<file path="src/rtl/wit_pkg.sv">
package wit_pkg;

	// Four bytes of one segment or tile row, element 0 in the low byte
	typedef logic [3:0][7:0] row_t;

	// Configuration register indexes
	localparam logic REG_TWO_DIM = 1'b0;
	localparam logic REG_OFFSET  = 1'b1;

	// Offset-binary bias, added or subtracted modulo 256
	localparam logic [7:0] BIAS_OFFSET = 8'h80;
	localparam logic [7:0] BIAS_NONE   = 8'h00;

	// Last row of a 4x4 tile
	localparam logic [1:0] ROW_LAST = 2'd3;

	// Output row whose column combination is a sum; every other row is a difference
	localparam logic [1:0] ROW_SUM = 2'd1;

	// Row address of the second operand for output rows 0-1 and 2-3
	localparam logic [1:0] ROW_B_LO = 2'd2;
	localparam logic [1:0] ROW_B_HI = 2'd1;

	// F(2,3) input transform of four bytes: bias in, transform, bias out
	function automatic row_t xform4(row_t d, logic [7:0] bias_in, logic [7:0] bias_out);
		row_t s;
		row_t r;
		for (int i = 0; i < 4; i++) begin
			s[i] = d[i] + bias_in;
		end
		r[0] = s[0] - s[2] + bias_out;
		r[1] = s[1] + s[2] + bias_out;
		r[2] = s[2] - s[1] + bias_out;
		r[3] = s[3] - s[1] + bias_out;
		return r;
	endfunction

	// Column pass for output row k: combine two held rows element by element
	function automatic row_t col_comb(row_t a, row_t b, logic [1:0] k, logic [7:0] bias_out);
		row_t r;
		for (int w = 0; w < 4; w++) begin
			if (k == ROW_SUM) begin
				r[w] = a[w] + b[w] + bias_out;
			end else begin
				r[w] = a[w] - b[w] + bias_out;
			end
		end
		return r;
	endfunction

endpackage

</file>
<file path="src/rtl/wit_ram.sv">
module wit_ram #(
	parameter int WIDTH = 32,
	parameter int DEPTH = 8,
	localparam int AW = $clog2(DEPTH)
) (
	input  logic             clk,
	input  logic             we,
	input  logic [AW-1:0]    waddr,
	input  logic [WIDTH-1:0] wdata,
	input  logic             re,
	input  logic [AW-1:0]    raddr,
	output logic [WIDTH-1:0] rdata
);

	logic [WIDTH-1:0] mem [DEPTH];

	// Write one word, read one word with registered output held while idle
	always_ff @(posedge clk) begin
		if (we) begin
			mem[waddr] <= wdata;
		end
		if (re) begin
			rdata <= mem[raddr];
		end
	end

endmodule

</file>
<file path="src/rtl/winograd_input_transform_int8.sv">
// Winograd F(2,3) input transform for int8 data. Each input word is four bytes:
// one segment in 1D mode, one row of a 4x4 tile in 2D mode. In 2D mode a row is
// row-transformed and written to a two-bank tile memory as it is taken, so rows
// are taken back to back; after the fourth row the filled bank is drained through
// two read ports, one output row per cycle while the output does not stall, while
// the next tile fills the other bank. Each output row passes through the registered
// memory read into stage 2 and then the column pass into the output register. A 1D
// segment is transformed as it is taken and passes through stage 2 and the output
// register as one output word. A segment waits while a tile drain is still issuing
// reads; the fourth row of the next tile waits only while output stalls hold the
// drain back. Configuration is written through cfg_we/cfg_index/cfg_data; the user
// must write it only while the block is idle, which the block does not enforce.
// Changing mode keeps a partly filled tile, which resumes when 2D mode returns.
module winograd_input_transform_int8 (
	input  logic       clk,
	input  logic       arst_n,
	input  logic       cfg_we,
	input  logic       cfg_index,
	input  logic       cfg_data,
	input  logic       in_valid,
	output logic       in_ready,
	input  logic [7:0] in_0,
	input  logic [7:0] in_1,
	input  logic [7:0] in_2,
	input  logic [7:0] in_3,
	output logic       out_valid,
	input  logic       out_ready,
	output logic [7:0] out_0,
	output logic [7:0] out_1,
	output logic [7:0] out_2,
	output logic [7:0] out_3,
	output logic [1:0] row_index,
	output logic       last
);

	logic             two_dim_q;
	logic             offset_q;
	logic [1:0]       rows_seen_q;
	logic             bank_q;
	logic             drain_act_q;
	logic [1:0]       drain_k_q;
	logic             drain_bank_q;
	logic             vld_s2;
	logic             oned_s2;
	logic [1:0]       k_s2;
	wit_pkg::row_t    res_s2;
	logic             out_vld_q;
	wit_pkg::row_t    out_row_q;
	logic [1:0]       row_index_q;
	logic             last_q;

	logic [7:0]       bias;
	wit_pkg::row_t    in_row;
	wit_pkg::row_t    row_wdata;
	wit_pkg::row_t    oned_res;
	wit_pkg::row_t    rd_a;
	wit_pkg::row_t    rd_b;
	logic             adv_s2;
	logic             s2_free;
	logic             tile_done;
	logic             acc;
	logic             row_we;
	logic             issue;
	logic             drain_end;
	logic             load_s2;
	logic [2:0]       waddr;
	logic [2:0]       raddr_a;
	logic [2:0]       raddr_b;
	logic [1:0]       row_b;

	// Configuration registers
	always_ff @(posedge clk or negedge arst_n) begin
		if (!arst_n) begin
			two_dim_q <= 1'b1;
			offset_q  <= 1'b0;
		end else if (cfg_we) begin
			case (cfg_index)
				wit_pkg::REG_TWO_DIM: two_dim_q <= cfg_data;
				wit_pkg::REG_OFFSET:  offset_q  <= cfg_data;
				default:              ;
			endcase
		end
	end

	// Row transform of the incoming word
	assign bias      = offset_q ? wit_pkg::BIAS_OFFSET : wit_pkg::BIAS_NONE;
	assign in_row    = {in_3, in_2, in_1, in_0};
	assign row_wdata = wit_pkg::xform4(in_row, bias, wit_pkg::BIAS_NONE);
	assign oned_res  = wit_pkg::xform4(in_row, bias, bias);

	// Handshake and interlock: hold a tile's last row or a segment while a drain issues
	assign adv_s2    = vld_s2 && (!out_vld_q || out_ready);
	assign s2_free   = !vld_s2 || adv_s2;
	assign tile_done = (rows_seen_q == wit_pkg::ROW_LAST);
	assign issue     = drain_act_q && s2_free;
	assign drain_end = issue && (drain_k_q == wit_pkg::ROW_LAST);
	assign in_ready  = two_dim_q ? (!tile_done || !drain_act_q || drain_end)
	                             : (!drain_act_q && s2_free);
	assign acc       = in_valid && in_ready;
	assign row_we    = acc && two_dim_q;
	assign load_s2   = issue || (acc && !two_dim_q);

	// Tile memory addresses: {bank, row}
	assign waddr   = {bank_q, rows_seen_q};
	assign row_b   = (drain_k_q < wit_pkg::ROW_B_LO) ? wit_pkg::ROW_B_LO : wit_pkg::ROW_B_HI;
	assign raddr_a = {drain_bank_q, drain_k_q};
	assign raddr_b = {drain_bank_q, row_b};

	// Two mirrored copies give two read ports
	wit_ram #(.WIDTH(32), .DEPTH(8)) u_ram_a (
		.clk   (clk),
		.we    (row_we),
		.waddr (waddr),
		.wdata (row_wdata),
		.re    (issue),
		.raddr (raddr_a),
		.rdata (rd_a)
	);

	wit_ram #(.WIDTH(32), .DEPTH(8)) u_ram_b (
		.clk   (clk),
		.we    (row_we),
		.waddr (waddr),
		.wdata (row_wdata),
		.re    (issue),
		.raddr (raddr_b),
		.rdata (rd_b)
	);

	// Advance the drain; on the fourth row swap banks and start the next drain
	always_ff @(posedge clk or negedge arst_n) begin
		if (!arst_n) begin
			rows_seen_q  <= 2'd0;
			bank_q       <= 1'b0;
			drain_act_q  <= 1'b0;
			drain_k_q    <= 2'd0;
			drain_bank_q <= 1'b0;
		end else begin
			if (issue) begin
				drain_k_q <= drain_k_q + 2'd1;
				if (drain_k_q == wit_pkg::ROW_LAST) begin
					drain_act_q <= 1'b0;
				end
			end
			if (row_we) begin
				rows_seen_q <= rows_seen_q + 2'd1;
				if (tile_done) begin
					bank_q       <= ~bank_q;
					drain_act_q  <= 1'b1;
					drain_k_q    <= 2'd0;
					drain_bank_q <= bank_q;
				end
			end
		end
	end

	// Stage 2 control: memory read in flight or a finished segment
	always_ff @(posedge clk or negedge arst_n) begin
		if (!arst_n) begin
			vld_s2 <= 1'b0;
		end else if (load_s2) begin
			vld_s2 <= 1'b1;
		end else if (adv_s2) begin
			vld_s2 <= 1'b0;
		end
	end

	// Stage 2 payload
	always_ff @(posedge clk) begin
		if (load_s2) begin
			oned_s2 <= !issue;
			k_s2    <= drain_k_q;
			res_s2  <= oned_res;
		end
	end

	// Output register control
	always_ff @(posedge clk or negedge arst_n) begin
		if (!arst_n) begin
			out_vld_q <= 1'b0;
		end else if (adv_s2) begin
			out_vld_q <= 1'b1;
		end else if (out_ready) begin
			out_vld_q <= 1'b0;
		end
	end

	// Column pass into the output register
	always_ff @(posedge clk) begin
		if (adv_s2) begin
			if (oned_s2) begin
				out_row_q   <= res_s2;
				row_index_q <= 2'd0;
				last_q      <= 1'b1;
			end else begin
				out_row_q   <= wit_pkg::col_comb(rd_a, rd_b, k_s2, bias);
				row_index_q <= k_s2;
				last_q      <= (k_s2 == wit_pkg::ROW_LAST);
			end
		end
	end

	assign out_valid = out_vld_q;
	assign out_0     = out_row_q[0];
	assign out_1     = out_row_q[1];
	assign out_2     = out_row_q[2];
	assign out_3     = out_row_q[3];
	assign row_index = row_index_q;
	assign last      = last_q;

endmodule
</file>
<file path="config.mk">
export PLATFORM = sky130hd
export DESIGN_NAME = winograd_input_transform_int8
export DESIGN_NICKNAME = d
export VERILOG_FILES = /design/src/rtl/wit_pkg.sv /design/src/rtl/wit_ram.sv /design/src/rtl/winograd_input_transform_int8.sv
export SDC_FILE = /design/constraint.sdc
export NUM_CORES = 1
export LEC_CHECK = 0
export ABC_AREA = 1
export BUFFER_PORTS_ARGS = -buffer_cell sky130_fd_sc_hd__buf_2
export CORE_MARGIN = 2
export CORE_UTILIZATION = 35
export DETAILED_ROUTE_END_ITERATION = 6
export GPL_TIMING_DRIVEN = 1
export PLACE_DENSITY = 0.5
export SYNTH_ARGS = -nofsm -noshare
export SYNTH_HDL_FRONTEND = slang
export SYNTH_SLANG_ARGS = --single-unit
</file>
<file path="constraint.sdc">
create_clock -name clk -period 7.1 [get_ports clk]
set_input_delay 0 -clock clk [delete_from_list [all_inputs] [get_ports clk]]
set_output_delay 0 -clock clk [all_outputs]
set_load 0.01 [all_outputs]
</file>
==> summary.md, run 1 <==
| Metric | Value |
|---|---|
| Status | `complete, no violations` |
| TritonCTS Buffers | `42` |
| Synth Cell Area | `0.0204 sq mm` |
| Reg2Reg Launch Point | `drain_k_q[0]` |
| Final setup vio count | `0` |
| Vias per cell | `4.97` |
| Worst path required time | `7280 ps` |
| Internal | `6.03 mW` |
| Die extent in y | `245 um` |
| Die span in x | `245 um` |
| Worst hold path class | `input pin to register` |
| Final-report hold violation count | `0` |
| Slew @ Worst Pin | `1180 ps` |
| CP endpoint kind | `register` |
| NetSw | `4.21 mW` |
| Post-synth top area share | `0.556` |
| Main synth FF type | `edfxtp_1` |
| Synthesized Nets | `2241` |
| CP max stage delay | `900 ps` |
| Min Clock Period, post-route | `2900 ps` |
| Seq/Total Area, Yosys | `0.570` |
| Mapped Avg Cell Area | `9.97 sq um` |
| Routed WL per cell | `18.1 um` |
| Grt ovf | `0` |
| PD cells | `447 mW/mm^2` |
| Critical path's top delay family | `flip-flops` |
| Worst reg2reg path depth | `6` |
| Lkg Pwr | `9.51 nW` |
| DIE AREA | `0.0602 sq mm` |
| Vias | `14456` |
| DRT antenna net count | `0` |
| Final WS setup | `4200 ps` |
| Crit path top cell by count | `nand4_1` |
| Clk network pwr share | `0.207` |
| Initial DRC Count | `995` |
| # resized after CTS | `0` |
| Antenna violations before repair | `2` |
| Share of cells above drive strength 1 | `0.0827` |
| Vias in the first global route | `13907` |
| Commonest cells in the synthesized netlist | `nand2_1, edfxtp_1, nor2_1, inv_1, o21ai_0` |
| Flop pwr share | `0.353` |
| Top cells by area, synth | `edfxtp_1, ha_1, nand2_1` |
| Cells along the critical path | `ha_1 > nand2_1 > nand4_1 > nand4_1 > nor2_4 > buf_4` |
| Yosys cell types | `38` |
| Ys async rst share | `0.0283` |
| Clock slew at reported path FFs | `60 ps` |
| Post-synth EDFFs | `378` |
| Skew final | `20.6 ps` |
| Count leader, synth | `nand2_1` |
| Clk_lat worst skew | `560 ps` |
| Largest net degree at the start of global routing | `104` |
| Max-slew violation count | `0` |
| CP max FO | `70` |
| Maximum clock frequency | `345 MHz` |
| Worst Hold Depth | `3` |
| Drt pass-1 iters | `5` |
| Area growth from synthesis to layout | `12.3%` |
| Global-route usage over all layers | `0.175` |
| CP Class | `register to register` |
| Post-CTS Setup Inserts | `0` |
| Synth Warn # | `0` |
| Hold Worst Slack | `64.3 ps` |
| Fin area | `0.0229 sq mm` |
| Dominant cell type by area after synthesis | `edfxtp_1` |
| Initial core utilization | `0.354` |
| Final WL | `52.5 mm` |
| Root Buffer | `clkbuf_16` |
| Slew Limit Headroom | `0.214` |
| Global-route wire length before repair | `80.5 mm` |
| Peak supply drop | `0.000205 V` |
| Fill cell count | `5659` |
| # port buffers | `75` |
| Core ar. | `0.0577 sq mm` |
| Post-place instance area | `0.0215 sq mm` |
| CTS tree | `yes` |
| Buf/Inv on CP | `1` |
| Final #Nets | `2304` |
| Pwr Total | `10.2 mW` |
| Post-synthesis register bit count | `389` |
| Combinational power share | `0.440` |
| Row count | `88` |
| Synth Instances | `2046` |
| Fin util | `0.397` |
| Final GP Congestion | `0.831` |
| Worst Path Arrival | `3080 ps` |
| Hold endpoint | `u_ram_a.mem[2][24]` |
| Max_cap viols | `0` |
| RSZ-0062 raised after global routing | `false` |
| Drt drc | `0` |
| Fin cells | `2908` |
| Sum Neg Setup Slack | `0 ps` |
| Placed cell count | `2821` |
| DP HPWL | `33.8 mm` |
| I/O pin count | `76` |
| Net Sw Frac | `0.411` |
| Pre-CTS setup slack | `4140 ps` |
| CTS Hold Bufs | `9` |
| Sink Count | `389` |
| Longest Clk Path Bufs | `3` |
| CP startpoint kind | `register` |
| Period Utilization, post-route | `0.408` |
| Worst reg2reg setup slack | `4200 ps` |
| Htree depth | `2` |
| Worst R2R End | `u_ram_b.mem[6][14]` |
| CP max-delay cell | `dfrtp_4` |
| Min-delay src | `in_1[0]` |
==> final cells by class <==
type	instances	area [sq um]	area share
Inverter	218	822	0.0359
Clock inverter	18	134	0.00584
Antenna cell	2	5.00	0.000218
Timing Repair Buffer	104	616	0.0269
Tap cell	765	957	0.0418
Clock buffer	58	1170	0.0513
Multi-Input combinational cell	1354	7570	0.330
Sequential cell	389	11600	0.508
==> worst max path at each step <==
stage | slack, ps | from | cells after the start | to
final | 4200 | drain_k_q[0] | 6 | u_ram_b.mem[6][14]
after global routing | 3970 | drain_k_q[0] | 6 | u_ram_a.rdata[23]
after CTS | 4140 | drain_k_q[0] | 6 | u_ram_b.mem[4][19]
after detailed placement | 4140 | drain_k_q[0] | 6 | u_ram_b.mem[4][14]
after global placement | 4170 | drain_k_q[0] | 7 | res_s2[11]
after floorplan | 3580 | out_valid | 5 | u_ram_b.mem[7][0]
==> logic make-up (layout without fill, tap and decap cells) <==
kind of cell,Yosys count,in the layout,share of synthesized area
other cells,0,2,0
xor+xnor,33,33,0.0142
fa+ha+maj,156,156,0.100
buf+inv,303,398,0.0621
compound gates,381,381,0.102
simple gates,784,784,0.152
flops,389,389,0.570
==> power groups by stage <==
stage,Clock [mW],Sequential (mW),Combinational (mW)
floorplan,0,3.53,3.34
global placement,0,3.66,4.46
detailed placement,0,3.68,4.52
CTS,2.17,3.63,4.55
global route,2.26,3.68,5.18
finish,2.12,3.62,4.50
==> sequential cells by signal, summed over array words and instances, names as in the netlist, 2 cells and up <==
signal         cells
out_0              8
res_s2            31
out_3              8
drain_k_q          2
k_s2               2
u_ram_b.rdata     31
out_1              8
u_ram_a.mem       62
rows_seen_q        2
u_ram_a.rdata     31
row_index          2
out_2              7
u_ram_b.mem      186
==> per-layer routing <==
metal | track usage | wire length (um) | share of wire
met5 | 0 | 13 | 0.00025
met4 | 0.0554 | 1330 | 0.025
met3 | 0.0228 | 2210 | 0.042
met2 | 0.283 | 24100 | 0.46
met1 | 0.243 | 24900 | 0.47
==> worst min-delay path, cell delays in order <==
cell	delay, ps
buf_2	120
ha_1	150
inv_1	140
==> cells in the final DEF, fill, tap and decap left out, types with 3 or more instances in the layout <==
cell type	n
nor2_1	217
nor3_2	4
clkinv_2	9
nand4_1	13
dlygate4sd3_1	9
nor3_1	9
nand2_1	463
clkinv_1	9
inv_2	4
o22ai_1	93
fa_1	12
inv_1	210
or2_2	3
dfrtp_1	7
o21ai_1	14
clkbuf_1	13
clkbuf_16	45
ha_1	144
o21bai_1	3
xnor2_1	17
nor2_4	5
a31oi_1	16
nand3_1	63
a21oi_1	54
xor2_1	16
edfxtp_1	378
buf_2	75
o22a_1	3
and2_1	5
o21ai_0	192
buf_4	20
Power figures use the tool's default switching activity.
==> inputs of run 2 (changes only) <==
clock period = 2.9 ns   (was 7.1 ns; I/O delays follow)
==> run 2 against run 1 <==
Utilization rose by 0.71 points. Largest cell class unchanged. Critical endpoint is now u_ram_b.mem[6][0]. Flip-flop and latch count did not move. Wire length rose by 2.1%. Non-clock buffer count rose by 17. Critical path type unchanged. Cell area rose by 1.8%. Maximum frequency rose by 22%. Highest routed layer is now met4. Critical path depth did not move. Sequential share of layout area fell by 0.90 points. Count of clock-buffer cells in the layout fell by 7.
==> summary.md, run 2 (synthesis results as in run 1) <==
| Metric | Value |
|---|---|
| Status | `complete, no violations` |
| Lkg Pwr | `9.70 nW (+2.0%)` |
| Routed WL per cell | `18.3 um (+1.6%)` |
| Final WS setup | `528 ps (-3670 ps)` |
| I/O pin count | `76 (unchanged)` |
| DP HPWL | `35.2 mm (+4.2%)` |
| Sum Neg Setup Slack | `0 ps (unchanged)` |
| Period Utilization, post-route | `0.818 (+0.410)` |
| Final #Nets | `2322 (+0.78%)` |
| Htree depth | `2 (unchanged)` |
| Hold Worst Slack | `52.5 ps (-11.8 ps)` |
| CP endpoint kind | `register` |
| Top reg by flops | `u_ram_b.mem` |
| Worst hold path class | `input pin to register` |
| Slew Limit Headroom | `0.324 (+0.110)` |
| Vias per cell | `5.01 (+0.75%)` |
| Core ar. | `0.0577 sq mm (unchanged)` |
| Critical path's top delay family | `simple AND/OR/NAND/NOR gates` |
| Fill cell count | `5647 (-0.21%)` |
| Global-route usage over all layers | `0.179 (+0.00441)` |
| Top Registers | `u_ram_b.mem x186, u_ram_a.mem x62` |
| DRT antenna net count | `0 (unchanged)` |
| Skew final | `26.9 ps (+6.23 ps)` |
| Combinational power share | `0.453 (+0.013)` |
| Worst path required time | `3130 ps (-4150 ps)` |
| Net Sw Frac | `0.409 (-0.00189)` |
| Clock slew at reported path FFs | `60 ps (about the same)` |
| Drt pass-1 iters | `7 (+2)` |
| Die span in x | `245 um (unchanged)` |
| Crit path top cell by count | `nand4_1` |
| Cells along the critical path | `ha_1 > nand2_1 > nand4_1 > nand4_1 > nor2_4 > buf_12` |
| Share of cells above drive strength 1 | `0.0922 (+0.00950)` |
| Largest register FFs | `186 (unchanged)` |
| Final setup vio count | `0 (unchanged)` |
| Grt ovf | `0 (unchanged)` |
| TritonCTS Buffers | `43 (+2.4%)` |
| Largest net degree at the start of global routing | `97 (-6.7%)` |
| Post-CTS Setup Inserts | `0 (unchanged)` |
| Longest Clk Path Bufs | `3 (unchanged)` |
| Multi-input gate area | `0.00757 sq mm (unchanged)` |
| Ant diodes | `0 (-2)` |
| Worst Path Arrival | `2600 ps (-480 ps)` |
| Initial core utilization | `0.354 (unchanged)` |
| Register area | `0.0116 sq mm (unchanged)` |
| Fin cells | `2924 (+0.55%)` |
| Final-report hold violation count | `0 (unchanged)` |
| Die extent in y | `245 um (unchanged)` |
| Flop pwr share | `0.332 (-0.021)` |
| RSZ-0062 raised after global routing | `false` |
| Maximum clock frequency | `422 MHz (+22%)` |
| Slew @ Worst Pin | `1010 ps (-173 ps)` |
| Final GP Congestion | `0.809 (-2.6%)` |
| Leading cell type in the layout, fill and taps excluded | `nand2_1` |
| Final WL | `53.6 mm (+2.1%)` |
| NetSw | `10.6 mW (+150%)` |
| CP Class | `register to register` |
| Max-slew violation count | `0 (unchanged)` |
| Row count | `88 (unchanged)` |
| Commonest non-fill, non-tap cells in the layout | `nand2_1, edfxtp_1, nor2_1` |
| CP max-delay cell | `dfrtp_4` |
| PD cells | `1110 mW/mm^2 (+150%)` |
| Placed cell count | `2838 (+0.60%)` |
| Antenna violations before repair | `1 (-1)` |
| DIE AREA | `0.0602 sq mm (unchanged)` |
| Root Buffer | `clkbuf_16` |
| Pwr Total | `25.9 mW (+150%)` |
| CTS tree | `yes` |
| CP max FO | `31 (-56%)` |
| Internal | `15.3 mW (+150%)` |
| Max_cap viols | `0 (unchanged)` |
| Drt drc | `0 (unchanged)` |
| Clk network pwr share | `0.215 (+0.008)` |
| Vias in the first global route | `14272 (+2.6%)` |
| Buf/Inv on CP | `1 (unchanged)` |
| Global-route wire length before repair | `82.8 mm (+2.9%)` |
| Peak supply drop | `0.000432 V (+110%)` |
| Vias | `14644 (+1.3%)` |
| Initial DRC Count | `1032 (+3.7%)` |
| Pre-CTS setup slack | `531 ps (-3610 ps)` |
| # port buffers | `75 (unchanged)` |
| Min Clock Period, post-route | `2370 ps (-527 ps)` |
| Clk_lat worst skew | `570 ps (about the same)` |
| CP max stage delay | `630 ps (-270 ps)` |
| CP startpoint kind | `register` |
| Sink Count | `389 (unchanged)` |
| Area growth from synthesis to layout | `14.3%` |
run 2: path summary, 6_finish.rpt:
kind | start | slack (ps) | end | cells after the start
setup / recovery | drain_k_q[0] | 530 | u_ram_b.mem[6][0] | 6
hold / removal | in_2[7] | 50 | res_s2[7] | 5
setup reg to reg | drain_k_q[0] | 530 | u_ram_b.mem[6][0] | 6
hold reg to reg | rows_seen_q[0] | 520 | rows_seen_q[0] | 2
max in group asynchronous | arst_n | 1470 | drain_k_q[1] | 4
min in group asynchronous | arst_n | 470 | two_dim_q | 3
run 2: what timing repair did:
| item | 4_1_cts | 5_1_grt |
|---|---|---|
| setup endpoints to repair | 0 | 0 |
| hold buffers | 9 | 0 |
| hold endpoints to repair | 22 | 0 |
| resized for setup | 0 | 0 |
run 2: through the flow:
step	cell area, sq um	util
floorplan	20400	-
global placement	21800	0.378
detailed placement	21800	0.378
CTS	23300	0.404
global route	23300	0.404
finish	23300	0.404
run 2: area by class of cell:
class,instances,share of cell area
clock buffer,51,0.0483
clock inverter,26,0.0127
inverter,218,0.0352
multi-input combinational,1354,0.325
sequential,389,0.499
tap,765,0.0410
timing repair buffer,121,0.0394
run 2: worst register-to-register path, cell delays in order, from the launching register on:
cell and delay [ps]:
dfrtp_4 630, ha_1 210, nand2_1 70, nand4_1 130
nand4_1 430, nor2_4 250, buf_12 270
run 2: routing by layer:
| metal | track usage | part of all wire |
|---|---|---|
| met1 | 0.250 | 0.47 |
| met2 | 0.294 | 0.46 |
| met3 | 0.0238 | 0.048 |
| met4 | 0.0462 | 0.020 |
| met5 | 0 | 0 |
run 2: power groups by stage:
| stage | clock, mW | sequential [mW] | combinational, mW |
|---|---|---|---|
| 4_1_cts | 5.73 | 8.62 | 11.8 |
| 3_3_place_gp | 0 | 8.71 | 11.7 |
| 6_report | 5.57 | 8.60 | 11.8 |
| 5_1_grt | 5.90 | 8.74 | 13.3 |
| 3_5_place_dp | 0 | 8.73 | 11.8 |
| 2_1_floorplan | 0 | 8.63 | 8.18 |
==> inputs of run 3 (changes only) <==
clock period = 2.35 ns   (was 2.9 ns; I/O delays follow)
==> run 3 against run 2 <==
Wire length increased by 0.87%. First-iteration DRC count increased by 3.7%. Worst hold slack improved by 17 ps. Sequential power increased by 23%. Cell count increased by 0.48%. Largest power group unchanged. Non-clock buffer count increased by 12. Flip-flop and latch count unchanged.
==> summary.md, run 3 (synthesis results as in run 1) <==
| Metric | Value |
|---|---|
| DRT antenna net count | `0 (unchanged)` |
| Reg2Reg Launch Point | `u_ram_a.rdata[1]` |
| Drt pass-1 iters | `7 (unchanged)` |
| Vias | `14587 (-0.39%)` |
| Leading cell type in the layout, fill and taps excluded | `nand2_1` |
| Final WS setup | `131 ps (-396 ps)` |
| Final setup vio count | `0 (unchanged)` |
| Final WL | `54.1 mm (+0.87%)` |
| Min-delay src | `in_1[7]` |
| Worst Hold Depth | `5 (unchanged)` |
| Worst setup path start | `u_ram_a.rdata[1]` |
| Core ar. | `0.0577 sq mm (unchanged)` |
| Net Sw Frac | `0.410 (+0.00115)` |
| Longest Clk Path Bufs | `3 (unchanged)` |
| Period Utilization, post-route | `0.944 (+0.126)` |
| Peak supply drop | `0.000550 V (+27%)` |
| Largest register FFs | `186 (unchanged)` |
| Lkg Pwr | `9.72 nW (+0.24%)` |
| Max_cap viols | `0 (unchanged)` |
| Min Clock Period, post-route | `2220 ps (-154 ps)` |
| Worst hold path class | `input pin to register` |
| Slew @ Worst Pin | `996 ps (-9.94 ps)` |
| Worst reg2reg path depth | `12 (+6)` |
| Top Registers | `u_ram_b.mem x186, u_ram_a.mem x62` |
| CP max stage delay | `420 ps (-210 ps)` |
| Fill cell count | `5620 (-0.48%)` |
| Initial DRC Count | `1070 (+3.7%)` |
| Hold endpoint | `res_s2[31]` |
| Pre-CTS setup slack | `78.7 ps (-452 ps)` |
| Clk_lat worst skew | `560 ps (about the same)` |
| Status | `complete, no violations` |
| Post-place instance area | `0.0220 sq mm (+0.62%)` |
| Global-route usage over all layers | `0.179 (about the same)` |
| Root Buffer | `clkbuf_16` |
| CP endpoint kind | `register` |
| Htree depth | `2 (unchanged)` |
| Largest net degree at the start of global routing | `81 (-16%)` |
| CP startpoint kind | `register` |
| RSZ-0062 raised after global routing | `false` |
| Final #Nets | `2334 (+0.52%)` |
| Row count | `88 (unchanged)` |
| Worst reg2reg setup slack | `130 ps (-400 ps)` |
| Internal | `18.8 mW (+23%)` |
| Multi-input gate area | `0.00768 sq mm (+1.5%)` |
| Die extent in y | `245 um (unchanged)` |
| NetSw | `13.1 mW (+23%)` |
| Initial core utilization | `0.354 (unchanged)` |
| Max-slew violation count | `0 (unchanged)` |
| Worst R2R End | `out_0[7]` |
| Area growth from synthesis to layout | `15.1%` |
| Share of cells above drive strength 1 | `0.104 (+0.0119)` |
| Vias per cell | `4.96 (-0.86%)` |
| CP max-delay cell | `fa_1` |
| Sink Count | `389 (unchanged)` |
| Routed WL per cell | `18.4 um (+0.39%)` |
| Cells along the critical path | `ha_1 > ha_1 > inv_1 > fa_1 > inv_2 > nand3_1 > nand3_1 > nand2_1 > nand3_1 > nand2_1 > nand2_1 > nand2_1` |
| Clock slew at reported path FFs | `60 ps (about the same)` |
| Drt drc | `0 (unchanged)` |
| Crit path top cell by count | `nand2_1` |
| Fin util | `0.407 (+0.00258)` |
| Maximum clock frequency | `451 MHz (+6.9%)` |
| Die span in x | `245 um (unchanged)` |
| Buf/Inv on CP | `2 (+1)` |
| Final GP Congestion | `0.821 (+1.4%)` |
| CTS tree | `yes` |
| Clk network pwr share | `0.200 (-0.015)` |
| DP HPWL | `34.4 mm (-2.3%)` |
| DIE AREA | `0.0602 sq mm (unchanged)` |
| # port buffers | `75 (unchanged)` |
| Critical path's top delay family | `adder cells` |
| Worst path required time | `2650 ps (-480 ps)` |
| PD cells | `1360 mW/mm^2 (+22%)` |
| Skew final | `15.3 ps (-11.6 ps)` |
| Final-report hold violation count | `0 (unchanged)` |
| CP max FO | `4 (-87%)` |
| Fin area | `0.0235 sq mm (+0.64%)` |
| Slew Limit Headroom | `0.331 (+0.00668)` |
| Worst Path Arrival | `2520 ps (-80 ps)` |
| Antenna violations before repair | `0 (-1)` |
| Commonest non-fill, non-tap cells in the layout | `nand2_1, edfxtp_1, nor2_1` |
| TritonCTS Buffers | `43 (unchanged)` |
| Flop pwr share | `0.331 (about the same)` |
| I/O pin count | `76 (unchanged)` |
| Vias in the first global route | `14141 (-0.92%)` |
| Combinational power share | `0.469 (+0.016)` |
| CP Class | `register to register` |
| Grt ovf | `0 (unchanged)` |
| Register area | `0.0116 sq mm (unchanged)` |
| Top reg by flops | `u_ram_b.mem` |
| Global-route wire length before repair | `82.5 mm (-0.45%)` |
run 3: what timing repair did:
action | CTS | global route
buffers inserted | 0 | 3
endpoints found under the hold margin | 21 | 0
setup endpoints to repair | 0 | 8
gates resized for setup | 0 | 24
hold buffers | 10 | 0
run 3: cell type report:
class / count / share of cell area
tap: 765 / 0.0408
inverter: 218 / 0.0350
antenna: 1 / 0.000107
clock inverter: 19 / 0.00581
sequential: 389 / 0.496
timing repair buffer: 133 / 0.0452
multi-input combinational: 1354 / 0.327
clock buffer: 59 / 0.0502
run 3: per-stage QoR:
step | total power, mW | instances | setup TNS [ps] | hold slack (ps)
3_5_place_dp | 25.5 | 2846 | 0 | -104
5_1_grt | 34.5 | 2937 | 0 | 105
2_1_floorplan | 20.8 | 2046 | -79500 | -296
3_3_place_gp | 25.4 | 2846 | 0 | -113
6_report | 31.9 | 2938 | 0 | 69.0
4_1_cts | 32.0 | 2934 | 0 | 30.7
run 3: worst min-delay path, cell delays in order:
cell     delay, ps
buf_2          110
xnor2_1        100
nand3_1        100
nand3_1         70
nand2_1        110
run 3: how the worst max path moves through the flow:
stage	end	slack [ps]	cells past startpoint
floorplan	u_ram_a.mem[2][0]	-300	5
global placement	out_3[7]	100	12
detailed placement	out_1[5]	80	11
CTS	out_1[5]	70	11
global route	out_1[7]	1	13
finish	out_0[7]	130	12
run 3: power by group through the flow:
stage               Combinational, mW  Clock, mW  Sequential (mW)
finish                           15.0       6.38             10.6
global route                     17.0       6.80             10.7
CTS                              14.9       6.55             10.6
detailed placement               14.7          0             10.7
global placement                 14.7          0             10.7
floorplan                        10.1          0             10.6
run 3: routing by layer:
metal  up-vias  global-route usage  routed length [um]
met5         -                   0                   0
met4         0              0.0458                 935
met3        61              0.0216                2660
met2       364               0.293               24900
met1      6968               0.253               25600
li1       7194                   -                   -
